## src/rtl/gbk_text_normalizer_top_assert.svh

```systemverilog
// assertion macros for the gbk text normalizer
`ifndef GBK_TEXT_NORMALIZER_TOP_ASSERT_SVH
`define GBK_TEXT_NORMALIZER_TOP_ASSERT_SVH

// same-cycle implication, checked outside reset
`define GTN_ASSERT_NOW(label, clk, rst_n, ante, cons) \
    label: assert property (@(posedge clk) disable iff (!rst_n) (ante) |-> (cons)) \
        else $error("gbk normalizer: same-cycle check failed");

// next-cycle implication, checked outside reset
`define GTN_ASSERT_NEXT(label, clk, rst_n, ante, cons) \
    label: assert property (@(posedge clk) disable iff (!rst_n) (ante) |=> (cons)) \
        else $error("gbk normalizer: next-cycle check failed");

`endif

```

## src/rtl/gtn_pkg.sv

```systemverilog
// package with constants and types for the gbk text normalizer
package gtn_pkg;

    localparam int unsigned MAX_LEN = 1024;
    localparam int unsigned LEN_W   = 11;

    localparam logic [7:0] CH_CR       = 8'h0D;
    localparam logic [7:0] CH_LF       = 8'h0A;
    localparam logic [7:0] CH_SPACE    = 8'h20;
    localparam logic [7:0] CASE_OFFSET = 8'h20;
    localparam logic [7:0] HIGH_BYTE   = 8'h80;
    localparam logic [7:0] LEAD_FW     = 8'hA3;
    localparam logic [7:0] LEAD_SYM_LO = 8'hA1;
    localparam logic [7:0] LEAD_SYM_HI = 8'hA9;
    localparam logic [7:0] FW_UP_LO    = 8'hC1;
    localparam logic [7:0] FW_UP_HI    = 8'hDA;
    localparam logic [7:0] FW_LOW_LO   = 8'hE1;
    localparam logic [7:0] FW_LOW_HI   = 8'hFA;
    localparam logic [7:0] FW_DIG_LO   = 8'hB0;
    localparam logic [7:0] FW_DIG_HI   = 8'hB9;
    localparam logic [7:0] CH_A_LOW    = 8'h61;
    localparam logic [7:0] CH_Z_LOW    = 8'h7A;
    localparam logic [7:0] CH_A_UP     = 8'h41;
    localparam logic [7:0] CH_Z_UP     = 8'h5A;
    localparam logic [7:0] CH_0        = 8'h30;
    localparam logic [7:0] CH_9        = 8'h39;

    // one result transaction
    typedef struct packed {
        logic [7:0]       data;
        logic             is_end;
        logic [LEN_W-1:0] length;
        logic             last;
    } result_t;

endpackage

```

## src/rtl/gbk_text_normalizer_top.sv

```systemverilog
// gbk text normalizer: one input byte per transaction, normalized bytes out
//
// Takes a GBK string one byte per transaction (zero ends it) and gives the
// normalized bytes, each with the running length, plus a terminator result
// that carries the final length. An accepted byte goes into an input
// register; once the result queue has room, short logic decodes it
// against the pending lead byte and writes its zero, one or two results
// into a two-entry result queue whose head drives the output ports. One
// byte is taken per cycle as long as each yields at most one result and
// the output is not stalled; a passed-through double-byte pair puts two
// results into the queue, so the sustained rate is set by the single
// output port: one result per cycle while the output is not stalled.
module gbk_text_normalizer_top
    import gtn_pkg::*;
(
    input  logic             clk,
    input  logic             rst_n,
    input  logic             in_valid,
    output logic             in_stall,
    input  logic [7:0]       in_byte,
    output logic             out_valid,
    input  logic             out_stall,
    output logic [7:0]       out_byte,
    output logic             is_end,
    output logic [LEN_W-1:0] out_length,
    output logic             last_in_run
);

    localparam logic [LEN_W-1:0] MAX_LEN_C = LEN_W'(MAX_LEN);

    // input register
    logic             in_valid_reg;
    logic [7:0]       in_byte_reg;

    // decode state
    logic             lead_pending_reg, lead_pending_next;
    logic [7:0]       lead_byte_reg, lead_byte_next;
    logic [LEN_W-1:0] count_reg, count_next;

    // result queue
    result_t          slot0_reg, slot1_reg;
    logic [1:0]       fill_reg;

    logic             in_take;
    logic             out_take;
    logic             process;
    logic [1:0]       num_res;
    result_t          res0, res1;
    logic [7:0]       half;
    logic [LEN_W-1:0] len1, len2;

    // saturating length step
    function automatic logic [LEN_W-1:0] bump(input logic [LEN_W-1:0] c);
        bump = (c < MAX_LEN_C) ? c + LEN_W'(1) : c;
    endfunction

    // full-width letter or digit trail to half-width, zero when none
    function automatic logic [7:0] fw_to_hw(input logic [7:0] t);
        fw_to_hw = 8'h00;
        if (t inside {[FW_UP_LO:FW_UP_HI]})
            fw_to_hw = t - FW_UP_LO + CH_A_LOW;
        else if (t inside {[FW_LOW_LO:FW_LOW_HI]})
            fw_to_hw = t - FW_LOW_LO + CH_A_LOW;
        else if (t inside {[FW_DIG_LO:FW_DIG_HI]})
            fw_to_hw = t - FW_DIG_LO + CH_0;
    endfunction

    // handshakes
    assign out_valid = (fill_reg != 2'd0);
    assign out_take  = out_valid && !out_stall;
    assign process   = in_valid_reg && ((fill_reg == 2'd0) || ((fill_reg == 2'd1) && out_take));
    assign in_stall  = in_valid_reg && !process;
    assign in_take   = in_valid && !in_stall;

    // output ports from queue head
    assign out_byte    = slot0_reg.data;
    assign is_end      = slot0_reg.is_end;
    assign out_length  = slot0_reg.length;
    assign last_in_run = slot0_reg.last;

    assign half = fw_to_hw(in_byte_reg);
    assign len1 = bump(count_reg);
    assign len2 = bump(len1);

    // byte decode
    always_comb
    begin
        lead_pending_next = lead_pending_reg;
        lead_byte_next    = lead_byte_reg;
        count_next        = count_reg;
        num_res           = 2'd0;
        res0              = '{data: 8'h00, is_end: 1'b0, length: len1, last: 1'b1};
        res1              = '{data: in_byte_reg, is_end: 1'b0, length: len2, last: 1'b1};
        if (process)
        begin
            if (in_byte_reg == 8'h00)
            begin
                res0              = '{data: 8'h00, is_end: 1'b1, length: count_reg, last: 1'b1};
                num_res           = 2'd1;
                lead_pending_next = 1'b0;
                lead_byte_next    = 8'h00;
                count_next        = '0;
            end
            else if (lead_pending_reg)
            begin
                lead_pending_next = 1'b0;
                lead_byte_next    = 8'h00;
                if ((lead_byte_reg == LEAD_FW) && (half != 8'h00))
                begin
                    res0.data  = half;
                    num_res    = 2'd1;
                    count_next = len1;
                end
                else if (!(lead_byte_reg inside {[LEAD_SYM_LO:LEAD_SYM_HI]}))
                begin
                    // pair passes unchanged
                    res0.data  = lead_byte_reg;
                    res0.last  = 1'b0;
                    num_res    = 2'd2;
                    count_next = len2;
                end
            end
            else if (in_byte_reg inside {CH_CR, CH_LF, CH_SPACE})
            begin
                num_res = 2'd0;
            end
            else if (in_byte_reg >= HIGH_BYTE)
            begin
                lead_pending_next = 1'b1;
                lead_byte_next    = in_byte_reg;
            end
            else if (in_byte_reg inside {[CH_A_LOW:CH_Z_LOW], [CH_0:CH_9]})
            begin
                res0.data  = in_byte_reg;
                num_res    = 2'd1;
                count_next = len1;
            end
            else if (in_byte_reg inside {[CH_A_UP:CH_Z_UP]})
            begin
                res0.data  = in_byte_reg + CASE_OFFSET;
                num_res    = 2'd1;
                count_next = len1;
            end
        end
    end

    // control registers
    always_ff @(posedge clk or negedge rst_n)
    begin
        if (!rst_n)
        begin
            in_valid_reg     <= 1'b0;
            lead_pending_reg <= 1'b0;
            lead_byte_reg    <= 8'h00;
            count_reg        <= '0;
            fill_reg         <= 2'd0;
        end
        else
        begin
            if (in_take)
                in_valid_reg <= 1'b1;
            else if (process)
                in_valid_reg <= 1'b0;
            lead_pending_reg <= lead_pending_next;
            lead_byte_reg    <= lead_byte_next;
            count_reg        <= count_next;
            if (process)
                fill_reg <= num_res;
            else if (out_take)
                fill_reg <= fill_reg - 2'd1;
        end
    end

    // payload registers
    always_ff @(posedge clk)
    begin
        if (in_take)
            in_byte_reg <= in_byte;
        if (process)
        begin
            slot0_reg <= res0;
            slot1_reg <= res1;
        end
        else if (out_take)
        begin
            slot0_reg <= slot1_reg;
        end
    end

`include "gbk_text_normalizer_top_assert.svh"

    // queue never holds more than two results
    `GTN_ASSERT_NOW(a_fill_max, clk, rst_n, 1'b1, fill_reg != 2'd3)
    // a terminator result is zero and closes its run
    `GTN_ASSERT_NOW(a_end_shape, clk, rst_n, out_valid && is_end, (out_byte == 8'h00) && last_in_run)
    // a processed zero byte clears the count and the pending lead
    `GTN_ASSERT_NEXT(a_end_clears, clk, rst_n, process && (in_byte_reg == 8'h00),
                     (count_reg == '0) && !lead_pending_reg)
    // the length never passes its limit
    `GTN_ASSERT_NOW(a_len_sat, clk, rst_n, 1'b1, count_reg <= MAX_LEN_C)

endmodule
```

## config.mk

```make
export PLATFORM = sky130hd
export DESIGN_NAME = gbk_text_normalizer_top
export DESIGN_NICKNAME = d
export VERILOG_FILES = /design/src/rtl/gtn_pkg.sv /design/src/rtl/gbk_text_normalizer_top.sv
export VERILOG_INCLUDE_DIRS = /design/src /design/src/rtl
export SDC_FILE = /design/constraint.sdc
export NUM_CORES = 1
export LEC_CHECK = 0
export BUFFER_PORTS_ARGS = -buffer_cell sky130_fd_sc_hd__buf_4
export CAP_MARGIN = 20
export CORE_AREA = 10 10 124 126
export CTS_BUF_LIST = sky130_fd_sc_hd__clkbuf_8
export CTS_CLUSTER_DIAMETER = 80
export DETAILED_ROUTE_END_ITERATION = 10
export DIE_AREA = 0 0 134 136
export SETUP_SLACK_MARGIN = 0.5
export SLEW_MARGIN = 20
export SYNTH_ARGS = -nofsm -noshare
export SYNTH_HDL_FRONTEND = slang
export SYNTH_SLANG_ARGS = --single-unit
```

## constraint.sdc

```tcl
create_clock -name clk -period 3.2 [get_ports clk]
set_clock_uncertainty 0.05 [all_clocks]
set_input_delay 0.48 -clock clk [delete_from_list [all_inputs] [get_ports clk]]
set_output_delay 0.48 -clock clk [all_outputs]
set_load 0.05 [all_outputs]
```

# After elaboration in Yosys (flattened, before gate mapping)
# Index checks and enable logic that the tools add are counted.
# Widths: inputs -> output; s select.
# word_totals
reg_bits,71
latch_bits,0
ram_bits,0
mem_bits_ro,0
input_bits,12
out_inout_bits,23
wordCells,124
n_memories,0
# classes
addsub,10
multipliers,0
n_div,0
magnitude_cmp,17
eq_ne,8
n_shift,0
mux,48
bitwise,0
n_reduce_logical,29
# ops
cell,n
$mux 8,15
$mux 11,10
$mux 21,2
$ge 8x8->1 const B,5
$le 8x8->1 const B,4
$sub 8x8->8 const B,3
$add 11x1->11 const B,2
$lt 11x11->1 const B,2
$add 8x6->8 const B,2
$add 8x7->8 const B,2
$eq 8x4->1 const B,2
$ge 8x7->1 const B,2
$le 8x7->1 const B,2
$mux 1,14
$logic_and 1x1->1,13
$mux 12,1
$mux 2,6
$eq 8x6->1 const B,1
$eq 8x8->1 const B,1
$ge 8x6->1 const B,1
$le 8x6->1 const B,1
$logic_not 8->1,1
$reduce_bool 2->1,4
$reduce_bool 8->1,1
other kinds (11),15

# Logic depth before layout (Yosys ltp)
# logic_depth
depth_word,11
mapped_depth,11
mapped_depth_nobuf,9

# Least setup slack after synthesis
# No wires, ideal clock.
# synth_path
path_kind,register to register
start,reg fill_reg[0]
end,reg fill_reg[1]
setup_time_ps,128
arrival_ps,2777
required_ps,3022
setup_slack_ps,245
path_stages_with_launch,5
path_buffers,0
period_less_slack_ps,2955
path_cell_list,dfrtp_1 > inv_1 > ha_1 > o21ai_0 > mux2_2
# synth_between
elab_chain_cells,6
word_cells_on_any_way,11
cone_classes,add/sub (1); eq/ne (1); mux (2); reduce/logical (7)
# synth_lines
element,line_no,source
"start, declared",gbk_text_normalizer_top.sv:42,logic [1:0] fill_reg;
"start signal, assigned",gbk_text_normalizer_top.sv:168,fill_reg <= num_res;
"start signal, assigned",gbk_text_normalizer_top.sv:170,fill_reg <= fill_reg - 2'd1;
branches (longest 6 deep; another with $sub 2x1->2),-,
# Several ways; the timed one is not identified. The select of a mux whose other input is x is not followed.
# A chain may end at the register's enable or synchronous reset.

# Worst setup path after layout
# layout_path
start,reg in_byte_reg[2]
end,reg count_reg[3]
# layout_between
elab_chain_cells,10
word_cells_on_any_way,47
cone_classes,add/sub (6); order compare (13); eq/ne (6); mux (9); reduce/logical (13)
# layout_lines
element,line_no,source
"start, declared",gbk_text_normalizer_top.sv:33,logic [7:0] in_byte_reg;
"start signal, assigned",gbk_text_normalizer_top.sv:178,in_byte_reg <= in_byte;
branches (longest 10 deep; another with $sub 8x8->8),-,
"end signal, assigned",gbk_text_normalizer_top.sv:166,count_reg <= count_next;
"end, declared",gbk_text_normalizer_top.sv:38,"logic [LEN_W-1:0] count_reg, count_next;"
# Several ways; the timed one is not identified. The select of a mux whose other input is x is not followed.

==> metrics <==
clk root buf=clkbuf_8; CTS tree=yes; die area=0.01822 mm²; Syn Nets=416; post-route ant nets=0; Comb pwr share=47.8%; register area share after synthesis=50.17%; Worst slew margin=48.10%; Row Count=42; share of layout cells above drive strength 1=21.27%; PortBufs=34; dominant synthesized flop cell=edfxtp_1; n_diodes=0; Final min period=2.636 ns; crit path max-delay cell type=or4_1; Total GRT Usage=10.74%; total number of vias=3,137; Peak Freq=379.4 MHz; Seq cells post-synth=71; I/O Pins=35; Synth async-reset ratio=32.39%; pin count of the biggest net entering global routing=32; setup TNS=0 ns; PD cells=988.2 mW/mm²; CTS Buf Count=9; P_sw=2.108 mW; Synth cell types=67; total grt overflow=0; maximum vdd ir drop=315.5 µV; CP max stage delay=0.49 ns; initial antenna violation count=0; clock buffer depth=2; FILL cells=1,265; Via density=5.076; post-DP HPWL=6.466 mm; largest fanout on the critical path=12; Largest register FFs=19; first-pass GRT wire length=15.86 mm; CP Class=reg2reg; vias in the first global route=3,082; Placeable Area=0.01298 mm²; crit-path cells=buf_4 -> o211a_1 -> a221o_1 -> a2bb2oi_2 -> o31a_4 -> o22a_4 -> or4_1 -> o21ai_1; area occupied by multi-input gates=0.001854 mm²; Post-synth EDFFs=48; sequential power share=37.2%; DRT Wirelength=9.680 mm; register area=0.002019 mm²; routability cong.=0.8880; leakage power=1.826 nW; Hold WC Path Type=in2reg; total design power=4.733 mW; wire length per cell=15.66 µm; CTS clk-pin slew, worst paths=0.08 ns; Area growth syn-to-layout=19.14%; cell internal pwr=2.625 mW; Yosys Warn Count=0; chip width=134 µm; Initial Utilization=30.97%; status=completed; element type at the critical path start=register; Worst Path Arrival=2.88 ns; Sw Ratio=44.54%; CP required=3.44 ns; initial DRC count=211; RSZ-0062 raised after global routing=yes; Setup crit end kind=register; max-cap viol count=0; Worst Tran Pin Value=0.7786 ns; clock sinks=71; nets=455; syn avg cell area=10.10 µm²; Post-Syn Area=0.004020 mm²; DRT Pass-1 Iters=5; period utilization=82.37%; CTS H-Tree Depth=3; Die Span Y=136 µm; final setup fails=0; Clock Power Share=15.0%; Slew Viols, Final=0; clk_lat worst skew=0.36 ns; cell count after synthesis=398; residual DRC count=0; Final Hold Violating Endpoints=0
==> cell usage after synthesis, types with 3 or more instances <==
cell,count,share of area [%]
nand2b_1,4,0.62
a21oi_1,23,2.9
o31ai_1,6,1.1
clkbuf_1,11,1.0
xor2_1,6,1.3
and3_1,4,0.62
nor2_1,32,3.0
nand4_1,5,0.78
a22oi_1,6,1.1
xnor2_1,21,4.6
inv_1,21,2.0
dfrtp_1,23,14
edfxtp_1,48,36
ha_1,6,1.9
o21ai_1,3,0.37
o21ai_0,32,4.0
nor3_1,6,0.75
buf_2,12,1.5
nand2_1,41,3.8
nand3_1,13,1.6
nand3b_1,5,0.93
or4_1,3,0.56
mux2i_1,4,1.0
o22ai_1,5,0.78
==> final cells by class <==
class	count	share of cell area [%]
sequential	71	42.16
multi-input combinational	277	38.71
timing repair buffer	56	8.830
tap	176	4.598
clock buffer	10	2.874
inverter	22	1.724
clock inverter	6	1.097
==> routing by layer <==
| metal | global-route usage [%] | vias up | wire length, µm |
|---|---|---|---|
| met1 | 13.29 | 1510 | 4367 |
| met5 | 0 | - | 0 |
| met3 | 3.173 | 15 | 556 |
| met4 | 4.474 | 0 | 171 |
| li1 | - | 1528 | - |
| met2 | 17.15 | 84 | 4584 |
==> through the flow <==
stage	setup WS, ns	utilization (%)	area, µm²	hold slack, ns	std cells
2_1_floorplan	0.7445	-	4020	0.1344	398
3_3_place_gp	0.4075	34.03	4417	0.3554	588
3_5_place_dp	0.2949	34.03	4417	0.3599	588
4_1_cts	0.4551	36.01	4674	0.2270	612
5_1_grt	0.4588	36.90	4790	0.2209	618
6_report	0.5641	36.90	4790	0.2387	618
==> path summary, 6_finish.rpt <==
check                                     from             end  slack, ns  cells past startpoint
worst min-delay path                in_byte[5]  in_byte_reg[5]       0.24                      1
worst max register to register  in_byte_reg[2]    count_reg[3]       0.56                      8
worst max-delay path            in_byte_reg[2]    count_reg[3]       0.56                      8
max in group asynchronous                rst_n    count_reg[0]       2.32                      2
worst min register to register     fill_reg[1]     fill_reg[1]       0.46                      1
min in group asynchronous                rst_n    count_reg[7]       0.51                      2
==> cells in the final DEF, fill, tap and decap left out, types with 5 or more instances in the layout <==
master     n
nor3_1     5
dfrtp_1   21
o21ai_0   31
nand2_1   41
buf_4     55
nor2_1    31
a21oi_1   22
inv_1     22
nand3b_1   5
xnor2_1   19
clkbuf_8  10
nand4_1    5
nand3_1   13
o31ai_1    6
xor2_1     6
edfxtp_1  48
a22oi_1    6
==> worst max-delay path, delay by kind of cell, from the launching register on <==
kind	cells	cell delay, ns
and+or+nand+nor	1	0.49
AOI/OAI and AO/OA	6	1.40
DFF	1	0.44
buffers and inverters	1	0.18
==> timing repair <==
action | 4_1_cts | 5_1_grt
hold buffers | 1 | 0
endpoints found under the setup margin | 15 | 21
buffers inserted | 7 | 6
hold endpoints to repair | 23 | 0
pin swaps | 0 | 2
gates resized for setup | 1 | 15
gates cloned | 0 | 0
==> kinds of logic after synthesis <==
family / after synthesis / synth area share (%)
simple gates: 137 / 17.99
flops: 71 / 50.17
buf+inv: 50 / 5.602
compound gates: 100 / 16.65
fa+ha+maj: 6 / 1.867
xor+xnor: 27 / 5.882
mux: 7 / 1.836
==> power groups by stage <==
stage          clock [mW]  combinational (mW)  sequential [mW]
2_1_floorplan           0                1.21             2.12
3_3_place_gp            0                2.13             1.78
3_5_place_dp            0                2.15             1.80
4_1_cts             0.724                2.21             1.76
5_1_grt             0.763                2.47             1.81
6_report            0.708                2.26             1.76
Note: power is estimated with default switching activity, not from simulation.
